===== config.mk =====
export PLATFORM = sky130hd
export DESIGN_NAME = swd_host_transfer
export DESIGN_NICKNAME = d
export VERILOG_FILES = /design/src/rtl/swdh_pkg.sv /design/src/rtl/swd_host_transfer.sv /design/src/rtl/swdh_engine.sv
export SDC_FILE = /design/constraint.sdc
export NUM_CORES = 1
export LEC_CHECK = 0
export CAP_MARGIN = 20
export CORE_UTILIZATION = 55
export DETAILED_ROUTE_END_ITERATION = 10
export DONT_BUFFER_PORTS = 1
export PLACE_DENSITY = 0.81
export SYNTH_ARGS = -nofsm -noshare
export SYNTH_HDL_FRONTEND = slang
export SYNTH_SLANG_ARGS = --single-unit

===== constraint.sdc =====
create_clock -name clk_i -period 8.4 [get_ports clk_i]
set_clock_uncertainty 0.05 [all_clocks]
set_input_delay 1.26 -clock clk_i [delete_from_list [all_inputs] [get_ports clk_i]]
set_output_delay 1.26 -clock clk_i [all_outputs]
set_load 0.02 [all_outputs]

===== src/rtl/swdh_pkg.sv =====
`default_nettype none

package swdh_pkg;

  // one swd bit period per step; the phase is the position in the transfer
  typedef enum logic [3:0] {
    PH_IDLE  = 4'd0,
    PH_HDR   = 4'd1,
    PH_TRNIN = 4'd2,
    PH_ACK   = 4'd3,
    PH_WTURN = 4'd4,
    PH_RDATA = 4'd5,
    PH_RPAR  = 4'd6,
    PH_RTRN  = 4'd7,
    PH_WTRN  = 4'd8,
    PH_WDATA = 4'd9,
    PH_WPAR  = 4'd10
  } swdh_phase_e;

  localparam logic [2:0] ACK_OK   = 3'd1;
  localparam logic [2:0] ACK_WAIT = 3'd2;

  // request bit that selects a read
  localparam int unsigned REQ_RNW_BIT = 1;

  localparam logic [2:0] HDR_LAST  = 3'd7;
  localparam logic [4:0] ACK_LAST  = 5'd2;
  localparam logic [4:0] WORD_LAST = 5'd31;

  typedef struct packed {
    logic        clock_pulse;
    logic        swdio_out;
    logic        swdio_drive;
    logic        busy;
    logic        done;
    logic [2:0]  ack;
    logic [31:0] read_data;
    logic        parity_error;
  } swdh_result_t;

  // start 1, request, parity, stop 0, park 1 (sent lsb first)
  function automatic logic [7:0] swdh_header(input logic [3:0] req);
    swdh_header = {1'b1, 1'b0, ^req, req, 1'b1};
  endfunction

endpackage

`default_nettype wire


===== src/rtl/swd_host_transfer.sv =====
`default_nettype none

// swd host transfer engine. each input item is one swd bit period: op 1 starts
// a transfer (header, turnaround, 3-bit ack, then 32 data bits plus parity for
// a read or a write, with retries on wait up to retry_limit attempts), op 0 is
// a plain tick. every item gives exactly one result item describing that bit
// period: whether swclk pulses, the swdio level and drive enable, busy/done,
// the last ack, the last good read word and the read parity error flag. a start
// while busy acts as a tick. the block takes one item per clock cycle while
// not stalled; an item passes an input register, one pass of the bit-period
// logic against the transfer state, and a result register, where its result
// waits until the output is not stalled. the input side stalls only while
// the result register is full and held. retry_limit (reset 1) is written
// through cfg_we_i / cfg_wdata_i and must only change while no transfer
// runs.
module swd_host_transfer (
  input  wire logic        clk_i,
  input  wire logic        rst_ni,
  // configuration
  input  wire logic        cfg_we_i,
  input  wire logic [7:0]  cfg_wdata_i,
  // input item channel
  input  wire logic        in_valid_i,
  output logic             in_stall_o,
  input  wire logic        op_i,
  input  wire logic [3:0]  req_i,
  input  wire logic [31:0] write_data_i,
  input  wire logic        swdio_in_i,
  // result item channel
  output logic             out_valid_o,
  input  wire logic        out_stall_i,
  output logic             clock_pulse_o,
  output logic             swdio_out_o,
  output logic             swdio_drive_o,
  output logic             busy_res_o,
  output logic             done_res_o,
  output logic [2:0]       ack_o,
  output logic [31:0]      read_data_o,
  output logic             parity_error_o
);
  import swdh_pkg::*;

  logic [7:0]   retry_q;
  logic         in_valid_q;
  logic         op_q;
  logic [3:0]   req_q;
  logic [31:0]  wdata_q;
  logic         swdio_q;
  logic         out_valid_q;
  swdh_result_t res_q;
  swdh_result_t res_d;
  logic         advance;
  logic         step;

  // retry limit register
  always_ff @(posedge clk_i or negedge rst_ni) begin
    if (!rst_ni) begin
      retry_q <= 8'd1;
    end else if (cfg_we_i) begin
      retry_q <= cfg_wdata_i;
    end
  end

  // the result register frees up when it is empty or being taken
  assign advance    = !out_valid_q || !out_stall_i;
  assign step       = in_valid_q && advance;
  assign in_stall_o = in_valid_q && !advance;

  // input register
  always_ff @(posedge clk_i or negedge rst_ni) begin
    if (!rst_ni) begin
      in_valid_q <= 1'b0;
    end else if (!in_stall_o) begin
      in_valid_q <= in_valid_i;
    end
  end

  always_ff @(posedge clk_i) begin
    if (in_valid_i && !in_stall_o) begin
      op_q    <= op_i;
      req_q   <= req_i;
      wdata_q <= write_data_i;
      swdio_q <= swdio_in_i;
    end
  end

  // one bit period of the transfer; state moves only when an item is stepped
  swdh_engine u_engine (
    .clk_i         (clk_i),
    .rst_ni        (rst_ni),
    .step_i        (step),
    .op_i          (op_q),
    .req_i         (req_q),
    .write_data_i  (wdata_q),
    .swdio_in_i    (swdio_q),
    .retry_limit_i (retry_q),
    .res_o         (res_d)
  );

  // result register
  always_ff @(posedge clk_i or negedge rst_ni) begin
    if (!rst_ni) begin
      out_valid_q <= 1'b0;
    end else if (advance) begin
      out_valid_q <= in_valid_q;
    end
  end

  always_ff @(posedge clk_i) begin
    if (step) begin
      res_q <= res_d;
    end
  end

  assign out_valid_o    = out_valid_q;
  assign clock_pulse_o  = res_q.clock_pulse;
  assign swdio_out_o    = res_q.swdio_out;
  assign swdio_drive_o  = res_q.swdio_drive;
  assign busy_res_o     = res_q.busy;
  assign done_res_o     = res_q.done;
  assign ack_o          = res_q.ack;
  assign read_data_o    = res_q.read_data;
  assign parity_error_o = res_q.parity_error;

`ifndef SYNTHESIS
  // the input side only stalls while it holds an item behind a full result
  a_stall_has_item: assert property (@(posedge clk_i) disable iff (!rst_ni)
    in_stall_o |-> (in_valid_q && out_valid_q))
    else $error("input stalled without a held item");

  // a finishing period never reports the transfer as still running
  a_done_not_busy: assert property (@(posedge clk_i) disable iff (!rst_ni)
    out_valid_o |-> !(done_res_o && busy_res_o))
    else $error("done and busy in the same item");

  // no swclk pulse in a period that neither runs nor ends a transfer
  a_idle_no_clock: assert property (@(posedge clk_i) disable iff (!rst_ni)
    (out_valid_o && !busy_res_o && !done_res_o) |-> !clock_pulse_o)
    else $error("clock pulse while idle");

  // a parity error is only reported once the transfer is over
  a_perr_idle: assert property (@(posedge clk_i) disable iff (!rst_ni)
    (out_valid_o && parity_error_o) |-> !busy_res_o)
    else $error("parity error while busy");

  // the retry limit is only written while no item is in flight
  a_cfg_when_idle: assert property (@(posedge clk_i) disable iff (!rst_ni)
    cfg_we_i |-> (!in_valid_q && !out_valid_q))
    else $error("retry limit written with an item in flight");
`endif

endmodule

`default_nettype wire


===== src/rtl/swdh_engine.sv =====
`default_nettype none

module swdh_engine (
  input  wire logic                  clk_i,
  input  wire logic                  rst_ni,
  input  wire logic                  step_i,
  input  wire logic                  op_i,
  input  wire logic [3:0]            req_i,
  input  wire logic [31:0]           write_data_i,
  input  wire logic                  swdio_in_i,
  input  wire logic [7:0]            retry_limit_i,
  output swdh_pkg::swdh_result_t     res_o
);
  import swdh_pkg::*;

  swdh_phase_e phase_q, phase_d;
  logic [4:0]  bit_cnt_q, bit_cnt_d;
  logic [31:0] shift_q, shift_d;
  logic [3:0]  req_q, req_d;
  logic [31:0] wdata_q, wdata_d;
  logic [2:0]  ack_q, ack_d;
  logic [7:0]  attempts_q, attempts_d;
  logic        par_q, par_d;
  logic [31:0] rdata_q, rdata_d;
  logic        drive_q, drive_d;

  always_ff @(posedge clk_i or negedge rst_ni) begin
    if (!rst_ni) begin
      phase_q    <= PH_IDLE;
      bit_cnt_q  <= '0;
      shift_q    <= '0;
      req_q      <= '0;
      wdata_q    <= '0;
      ack_q      <= '0;
      attempts_q <= '0;
      par_q      <= 1'b0;
      rdata_q    <= '0;
      drive_q    <= 1'b1;
    end else if (step_i) begin
      phase_q    <= phase_d;
      bit_cnt_q  <= bit_cnt_d;
      shift_q    <= shift_d;
      req_q      <= req_d;
      wdata_q    <= wdata_d;
      ack_q      <= ack_d;
      attempts_q <= attempts_d;
      par_q      <= par_d;
      rdata_q    <= rdata_d;
      drive_q    <= drive_d;
    end
  end

  always_comb begin
    logic       clk;
    logic       lvl;
    logic       drv;
    logic       done;
    logic [2:0] ack_new;
    logic [7:0] att_dec;

    clk        = 1'b0;
    lvl        = 1'b1;
    drv        = drive_q;
    done       = 1'b0;
    ack_new    = ack_q;
    att_dec    = attempts_q;
    phase_d    = phase_q;
    bit_cnt_d  = bit_cnt_q;
    shift_d    = shift_q;
    req_d      = req_q;
    wdata_d    = wdata_q;
    ack_d      = ack_q;
    attempts_d = attempts_q;
    par_d      = par_q;
    rdata_d    = rdata_q;
    drive_d    = drive_q;

    unique case (phase_q)
      PH_HDR: begin
        clk = 1'b1;
        drv = 1'b1;
        lvl = shift_q[bit_cnt_q];
        if (bit_cnt_q[2:0] == HDR_LAST) begin
          bit_cnt_d = '0;
          phase_d   = PH_TRNIN;
        end else begin
          bit_cnt_d = bit_cnt_q + 5'd1;
        end
      end
      PH_TRNIN: begin
        clk       = 1'b1;
        drv       = 1'b0;
        drive_d   = 1'b0;
        bit_cnt_d = '0;
        phase_d   = PH_ACK;
      end
      PH_ACK: begin
        clk = 1'b1;
        drv = 1'b0;
        if (bit_cnt_q[1:0] != 2'd3) begin
          ack_new[bit_cnt_q[1:0]] = ack_q[bit_cnt_q[1:0]] | swdio_in_i;
        end
        ack_d = ack_new;
        if (bit_cnt_q == ACK_LAST) begin
          bit_cnt_d = '0;
          if (ack_new == ACK_WAIT) begin
            phase_d = PH_WTURN;
          end else if (ack_new == ACK_OK) begin
            if (req_q[REQ_RNW_BIT]) begin
              shift_d = '0;
              par_d   = 1'b0;
              phase_d = PH_RDATA;
            end else begin
              phase_d = PH_WTRN;
            end
          end else begin
            phase_d = PH_IDLE;
            done    = 1'b1;
          end
        end else begin
          bit_cnt_d = bit_cnt_q + 5'd1;
        end
      end
      PH_WTURN: begin
        clk     = 1'b1;
        drv     = 1'b1;
        drive_d = 1'b1;
        if (attempts_q != 8'd0) begin
          att_dec = attempts_q - 8'd1;
        end
        attempts_d = att_dec;
        if (att_dec == 8'd0) begin
          phase_d = PH_IDLE;
          done    = 1'b1;
        end else begin
          shift_d   = {24'd0, swdh_header(req_q)};
          bit_cnt_d = '0;
          ack_d     = '0;
          phase_d   = PH_HDR;
        end
      end
      PH_RDATA: begin
        clk = 1'b1;
        drv = 1'b0;
        shift_d[bit_cnt_q] = shift_q[bit_cnt_q] | swdio_in_i;
        par_d = par_q ^ swdio_in_i;
        if (bit_cnt_q == WORD_LAST) begin
          bit_cnt_d = '0;
          phase_d   = PH_RPAR;
        end else begin
          bit_cnt_d = bit_cnt_q + 5'd1;
        end
      end
      PH_RPAR: begin
        clk   = 1'b1;
        drv   = 1'b0;
        par_d = par_q ^ swdio_in_i;
        if (!(par_q ^ swdio_in_i)) begin
          rdata_d = shift_q;
        end
        phase_d = PH_RTRN;
      end
      PH_RTRN: begin
        clk     = 1'b1;
        drv     = 1'b1;
        drive_d = 1'b1;
        phase_d = PH_IDLE;
        done    = 1'b1;
      end
      PH_WTRN: begin
        clk       = 1'b1;
        drv       = 1'b1;
        drive_d   = 1'b1;
        shift_d   = wdata_q;
        par_d     = 1'b0;
        bit_cnt_d = '0;
        phase_d   = PH_WDATA;
      end
      PH_WDATA: begin
        clk     = 1'b1;
        drv     = 1'b1;
        lvl     = shift_q[0];
        par_d   = par_q ^ shift_q[0];
        shift_d = {1'b0, shift_q[31:1]};
        if (bit_cnt_q == WORD_LAST) begin
          bit_cnt_d = '0;
          phase_d   = PH_WPAR;
        end else begin
          bit_cnt_d = bit_cnt_q + 5'd1;
        end
      end
      PH_WPAR: begin
        clk     = 1'b1;
        drv     = 1'b1;
        lvl     = par_q;
        par_d   = 1'b0;
        phase_d = PH_IDLE;
        done    = 1'b1;
      end
      default: begin
        // idle: a start takes the line and, with a nonzero retry limit, loads the header
        phase_d = PH_IDLE;
        if (op_i) begin
          req_d   = req_i;
          wdata_d = write_data_i;
          par_d   = 1'b0;
          ack_d   = '0;
          drive_d = 1'b1;
          drv     = 1'b1;
          if (retry_limit_i == 8'd0) begin
            done = 1'b1;
          end else begin
            attempts_d = retry_limit_i;
            shift_d    = {24'd0, swdh_header(req_i)};
            bit_cnt_d  = '0;
            phase_d    = PH_HDR;
          end
        end
      end
    endcase

    res_o.clock_pulse  = clk;
    res_o.swdio_out    = lvl;
    res_o.swdio_drive  = drv;
    res_o.busy         = (phase_d != PH_IDLE);
    res_o.done         = done;
    res_o.ack          = ack_d;
    res_o.read_data    = rdata_d;
    res_o.parity_error = (phase_d == PH_IDLE) ? par_d : 1'b0;
  end

endmodule

`default_nettype wire

---- After elaboration in Yosys (flattened, before gate mapping) ----
Cells that the tools add are included.
word-level totals
  output and inout port bits .............. 43
  register bits after elaboration ......... 211
  input bits .............................. 51
cells by class
  muxes and demuxes ....................... 66
  equality and inequality tests ........... 24
  bitwise logic cells ..................... 9
  $add $sub $neg .......................... 2
  magnitude comparators ................... 4
  reduce and logical (&&, ||, !) cells .... 41
operators by type and width
  kind                                                                   number
  32-bit two-way mux                                                     9
  32-bit case mux with 6 select lines                                    1
  4-bit case mux with 9 select lines                                     1
  32-bit bitwise mux                                                     1
  4-bit two-way mux                                                      8
  8-bit two-way mux                                                      4
  5-bit two-way mux                                                      6
  5-bit case mux with 6 select lines                                     1
  1-bit two-way mux                                                      19
  6-bit OR reduction                                                     3
  4-bit by 3-bit equality test with 1-bit output, second input constant  4
  8-bit logical NOT                                                      2
  8-bit case mux with 2 select lines                                     1
  4-bit equality test, second input constant                             3
  3-bit two-way mux                                                      4
  6-bit != test, second input constant                                   2
  6-bit nonzero test                                                     2
  10-bit OR reduction                                                    1
  2-bit OR reduction                                                     5
  3-bit case mux with 3 select lines                                     1
  9-bit AND reduction                                                    1
  9-bit OR reduction                                                     1
  4-bit by 2-bit equality test with 1-bit output, second input constant  2
  2-bit != test, second input constant                                   4
  41 further kinds                                                       60

---- Longest topological paths before layout ----
  word-level depth ........................ 13
  mapped depth ............................ 13
  gate-level depth less buffers ........... 8

---- By module ----
A second synthesis with hierarchy kept.
unflattened totals
  cell total of the unflattened synthesis .. 925
  area, all modules ....................... 10558.9 um2
by module, submodules not included
  module             cells each  sequential area each (um2)  area an instance (um2)  times used
  swdh_engine        821         3054.2                      7767.4                  1
  swd_host_transfer  104         2623.8                      2791.4                  1

---- Worst setup path before layout ----
OpenSTA, ideal clock, no wires.
  path type ............................... input -> register
  from .................................... in out_stall_i
  to ...................................... reg res_q, in the netlist ack_o[0] (enable)
  cell stages on the path ................. 5
  path buffers ............................ 2
  arrival time ............................ 3170 ps
  library setup time ...................... 421 ps
  path slack .............................. 4759 ps
  required time ........................... 7929 ps
  cell sequence ........................... nand2_1 > nand2_2 > inv_1 > clkbuf_1 > buf_1
between the ends
  cells in the longest elaborated chain, start to end .. 3
RTL lines
  what                  line                      RTL
  from (decl)           swd_host_transfer.sv:31   input wire logic out_stall_i,
  1-bit logical NOT     swd_host_transfer.sv:65   assign advance = !out_valid_q || !out_stall_i;
  1-bit logical OR      swd_host_transfer.sv:65
  1-bit logical AND     swd_host_transfer.sv:66   assign step = in_valid_q && advance;
  via step              swd_host_transfer.sv:53   logic step;
  to (signal assigned)  swd_host_transfer.sv:111  res_q <= res_d;
  to (decl)             swd_host_transfer.sv:50   swdh_result_t res_q;
The timed path passes the listed nets, and every way through them passes these cells.
A chain may end at the register's enable or synchronous reset.

---- Final worst setup path ----
  from .................................... reg u_engine.bit_cnt_q[1]
  to ...................................... reg u_engine.shift_q[20]
between the ends
  cells in the longest elaborated chain, start to end .. 10
RTL lines
  what                                                                                                                                   line                                    RTL
  from (decl)                                                                                                                            swdh_engine.sv:17                       logic [4:0] bit_cnt_q, bit_cnt_d;
  from (signal assigned)                                                                                                                 swdh_engine.sv:41                       bit_cnt_q <= bit_cnt_d;
  2-bit by 3-bit < comparator with 1-bit output (implied by the code) or 2-bit by 1-bit >= comparator with 1-bit output (tied branches)  swdh_engine.sv:101                      ack_new[bit_cnt_q[1:0]] = ack_q[bit_cnt_q[1:0]] | swdio_in_i;
  1-bit logical AND (implied by the code)                                                                                                swdh_engine.sv:101
  1-bit two-way mux (implied by the code)                                                                                                swdh_engine.sv:101
  1-bit demux with 2-bit select                                                                                                          -
  3-bit bitwise mux                                                                                                                      swdh_engine.sv:101
  3-bit two-way mux                                                                                                                      swdh_engine.sv:100                      if (bit_cnt_q[1:0] != 2'd3) begin
  3-bit two-way mux                                                                                                                      swdh_engine.sv:78                       unique case (phase_q)
  3-bit by 2-bit equality test with 1-bit output or 3-bit by 1-bit equality test with 1-bit output (tied branches)                       swdh_engine.sv:106, swdh_engine.sv:108
  2-bit != test (no line) or 2-bit by 1-bit != test with 1-bit output (tied branches)                                                    -
  9-bit AND reduction (no line)                                                                                                          -
  to (signal assigned)                                                                                                                   swdh_engine.sv:42                       shift_q <= shift_d;
  to (decl)                                                                                                                              swdh_engine.sv:18                       logic [31:0] shift_q, shift_d;
Several ways; a longest one is shown, not always the timed one. The select of a mux whose other input is x is not followed.

==> flow_summary.json <==
{
  "numCtsBuffers": 23,
  "syn_area_per_cell_um2": 11.19,
  "vias": 7624,
  "globalRouteMet2Util_pct": 36.01,
  "met3_usage_pct": 4.590,
  "slew_viol_final": 0,
  "startpoint": "u_engine.bit_cnt_q[1]",
  "drc": 0,
  "fp.dieArea_um2": 20070,
  "antennaDiodeCount": 0,
  "area_growth_pct": 8.861,
  "cts-resized-gates": 0,
  "fin_util_pct": 61.83,
  "cts.sinks": 211,
  "io_pins": 94,
  "synth-xor-area-share_pct": 0.7345,
  "core_area_um2": 18890,
  "path_class": "reg2reg",
  "start_util_pct": 56.80,
  "synth_ff_type": "dfrtp_1",
  "synth_edf_count": 79,
  "grt_use_met1_pct": 38.37,
  "tightestPinTransition_ps": 962.2,
  "setup_viol": 0,
  "ys_ff_latch": 211,
  "viasPerCell": 6.280,
  "yosysSeqAreaShare_pct": 52.91,
  "critPathArrivalTime_ps": 4680,
  "ant_nets": 0,
  "fin_crit_sh_pct": 51.59,
  "slew-limit-headroom_pct": 35.85,
  "grt_overflow": 0,
  "cts_max_path_buffers": 3,
  "min-delay-path-class": "in2async",
  "final_nets": 995,
  "die_x_um": 141.7,
  "grt_pass1_wl_um": 39330,
  "holdBufCountCts": 0,
  "synth_mux_area_share_pct": 13.79,
  "insertion_delay_ps": 510,
  "wl_per_cell_um": 20.40,
  "p_leak_uw": 0.004698,
  "syn-num-nets": 1017,
  "synth-compound-area-share_pct": 15.09,
  "cts_max_level": 1,
  "grt_usage_pct": 24.99,
  "critPathCaptureType": "flip-flop",
  "synth.distinct_cells": 75,
  "drive_gt1_share_pct": 18.97,
  "synth_area_um2": 10730,
  "finalSetupTns_ps": 0,
  "drtIter0Drc": 735,
  "clock-root-buffer": "clkbuf_16",
  "fin_crit_ps": 4333,
  "busiest_layer": "met1",
  "synth_top_family_by_area": "compound AO/OA/AOI/OAI gates",
  "routed_wl_um": 24770,
  "postCtsSetupBuffers": 0,
  "power.density_nw_per_um2": 270.5,
  "grt_antenna_before_repair": 0,
  "synthCells": 959,
  "clk_pin_slew_ps": 60,
  "hold_violations": 0,
  "peakVddDrop_mv": 0.2328,
  "yosysWarnings": 0,
  "fmax_ghz": 0.2308,
  "async_reset_ff_share_pct": 62.56,
  "hold_ws_ps": 394.8,
  "grt_pass1_vias": 7161,
  "synthAdderAreaFrac_pct": 0.9094,
  "grt_max_degree": 133,
  "gp_congestion": 0.9065,
  "cp-start-kind": "flip-flop",
  "yosys.area_share.simple_pct": 13.23,
  "grt_setup_unrepaired": "false",
  "dp_hpwl_um": 16430,
  "rows": 50,
  "cts_tree": "done",
  "status": "finished, final reports clean",
  "dr.pass1.iters": 6,
  "port_buffers": 0,
  "r2r_start": "u_engine.bit_cnt_q[1]",
  "maxCapViolCount": 0,
  "worstPathRequired_ps": 8740,
  "critPathMaxFanout": 26,
  "chipHeight_um": 141.7
}
-- final cells by class --
class                      instances  area (um^2)
multi-input combinational        670         4696
timing repair buffer              14        122.6
tap                              260        325.3
sequential                       211         5678
clock inverter                     9        132.6
clock buffer                      33        664.4
inverter                          17        63.81
fill                            1512         7211
-- cell usage after synthesis (all sizes together) (11+ instances only) --
| library cell | n | area, um^2 |
|---|---|---|
| nand2 | 138 | 520.5 |
| dfrtp | 130 | 3253 |
| mux2 | 108 | 1303 |
| edfxtp | 79 | 2372 |
| a21oi | 63 | 315.3 |
| nor2 | 55 | 206.5 |
| o21ai | 41 | 205.2 |
| clkbuf | 39 | 146.4 |
| nor3 | 31 | 166.4 |
| buf | 22 | 147.6 |
| a22oi | 17 | 127.6 |
| inv | 17 | 63.81 |
| a22o | 14 | 122.6 |
| nand2b | 14 | 87.58 |
| o31ai | 13 | 97.59 |
| a31oi | 12 | 75.07 |
| mux2i | 11 | 110.1 |
| nand3 | 11 | 55.05 |
| nor2b | 11 | 68.82 |
-- through the flow --
step | std cells | total power (uW) | instance area, um^2 | setup WS [ps]
after floorplan | 959 | 1913 | 10730 | 4759
after global placement | 1170 | 2084 | 10850 | 4295
after detailed placement | 1170 | 2107 | 10850 | 4118
after CTS | 1212 | 3162 | 11650 | 4100
after global routing | 1214 | 3288 | 11680 | 3898
final | 1214 | 3160 | 11680 | 4067
-- report_power, final --
group / total (uW) / switching (uW) / internal, uW
logic: 621 / 349 / 272
registers: 1490 / 248 / 1240
clock network: 1050 / 402 / 645
total: 3160 / 999 / 2160
-- critical path, cell delays in order, from the launching register on --
cell and delay, ps:
dfrtp_1 940, ha_1 740, nor4b_4 530, nand2_1 210, o211a_1 200, a211oi_4 350
and2_1 310, buf_4 460, mux2_2 400
-- cell usage in the layout (no fill, tap or decap), drive strengths merged, types with 4 or more instances in the layout --
master / count
a21oi: 63
and2: 4
mux2: 108
a211o: 8
ha: 7
nand2b: 14
o211ai: 5
and3b: 4
a221o: 7
a211oi: 10
edfxtp: 79
inv: 19
and3: 5
nand3: 11
o221ai: 4
a32o: 7
a22oi: 17
mux2i: 11
xnor2: 7
o31ai: 13
o21ai: 41
nand2: 138
nor3: 31
a31oi: 12
dfrtp: 130
a32oi: 4
a22o: 14
nor2: 55
clkbuf: 34
buf: 13
o22ai: 5
nor2b: 11
-- registers in the layout, summed over array words and instances, names as in the netlist, 4 cells and up --
| register | cells |
|---|---|
| u_engine.phase_q | 4 |
| req_q | 4 |
| u_engine.attempts_q | 8 |
| read_data_o | 32 |
| u_engine.req_q | 4 |
| wdata_q | 32 |
| u_engine.bit_cnt_q | 5 |
| u_engine.rdata_q | 32 |
| u_engine.wdata_q | 32 |
| u_engine.shift_q | 32 |
| retry_q | 8 |
-- logic make-up after synthesis --
kind of cell             after synthesis
flip-flops                           211
XOR/XNOR                               9
multiplexers                         122
adder cells (fa/ha/maj)                8
AO/OA/AOI/OAI                        235
AND/OR/NAND/NOR                      296
buffers and inverters                 78
-- metal layers --
| layer | routed length (um) | vias to the layer above |
|---|---|---|
| li1 | - | 3512 |
| met3 | 2243 | 43 |
| met2 | 10640 | 371 |
| met5 | 0 | - |
| met4 | 522 | 0 |
| met1 | 11360 | 3698 |
-- path summary, 6_finish.rpt --
kind                                             end  slack (ps)  cells past startpoint
worst max-delay path            u_engine.shift_q[20]        4070                      8
worst min-delay path               u_engine.ack_q[1]         390                      0
worst max register to register  u_engine.shift_q[20]        4070                      8
worst min register to register   u_engine.rdata_q[5]         420                      2
max in group asynchronous        u_engine.rdata_q[1]        7580                      0
min in group clk_i               u_engine.rdata_q[5]         420                      2
No activity file was read; power rests on OpenSTA's default activity.
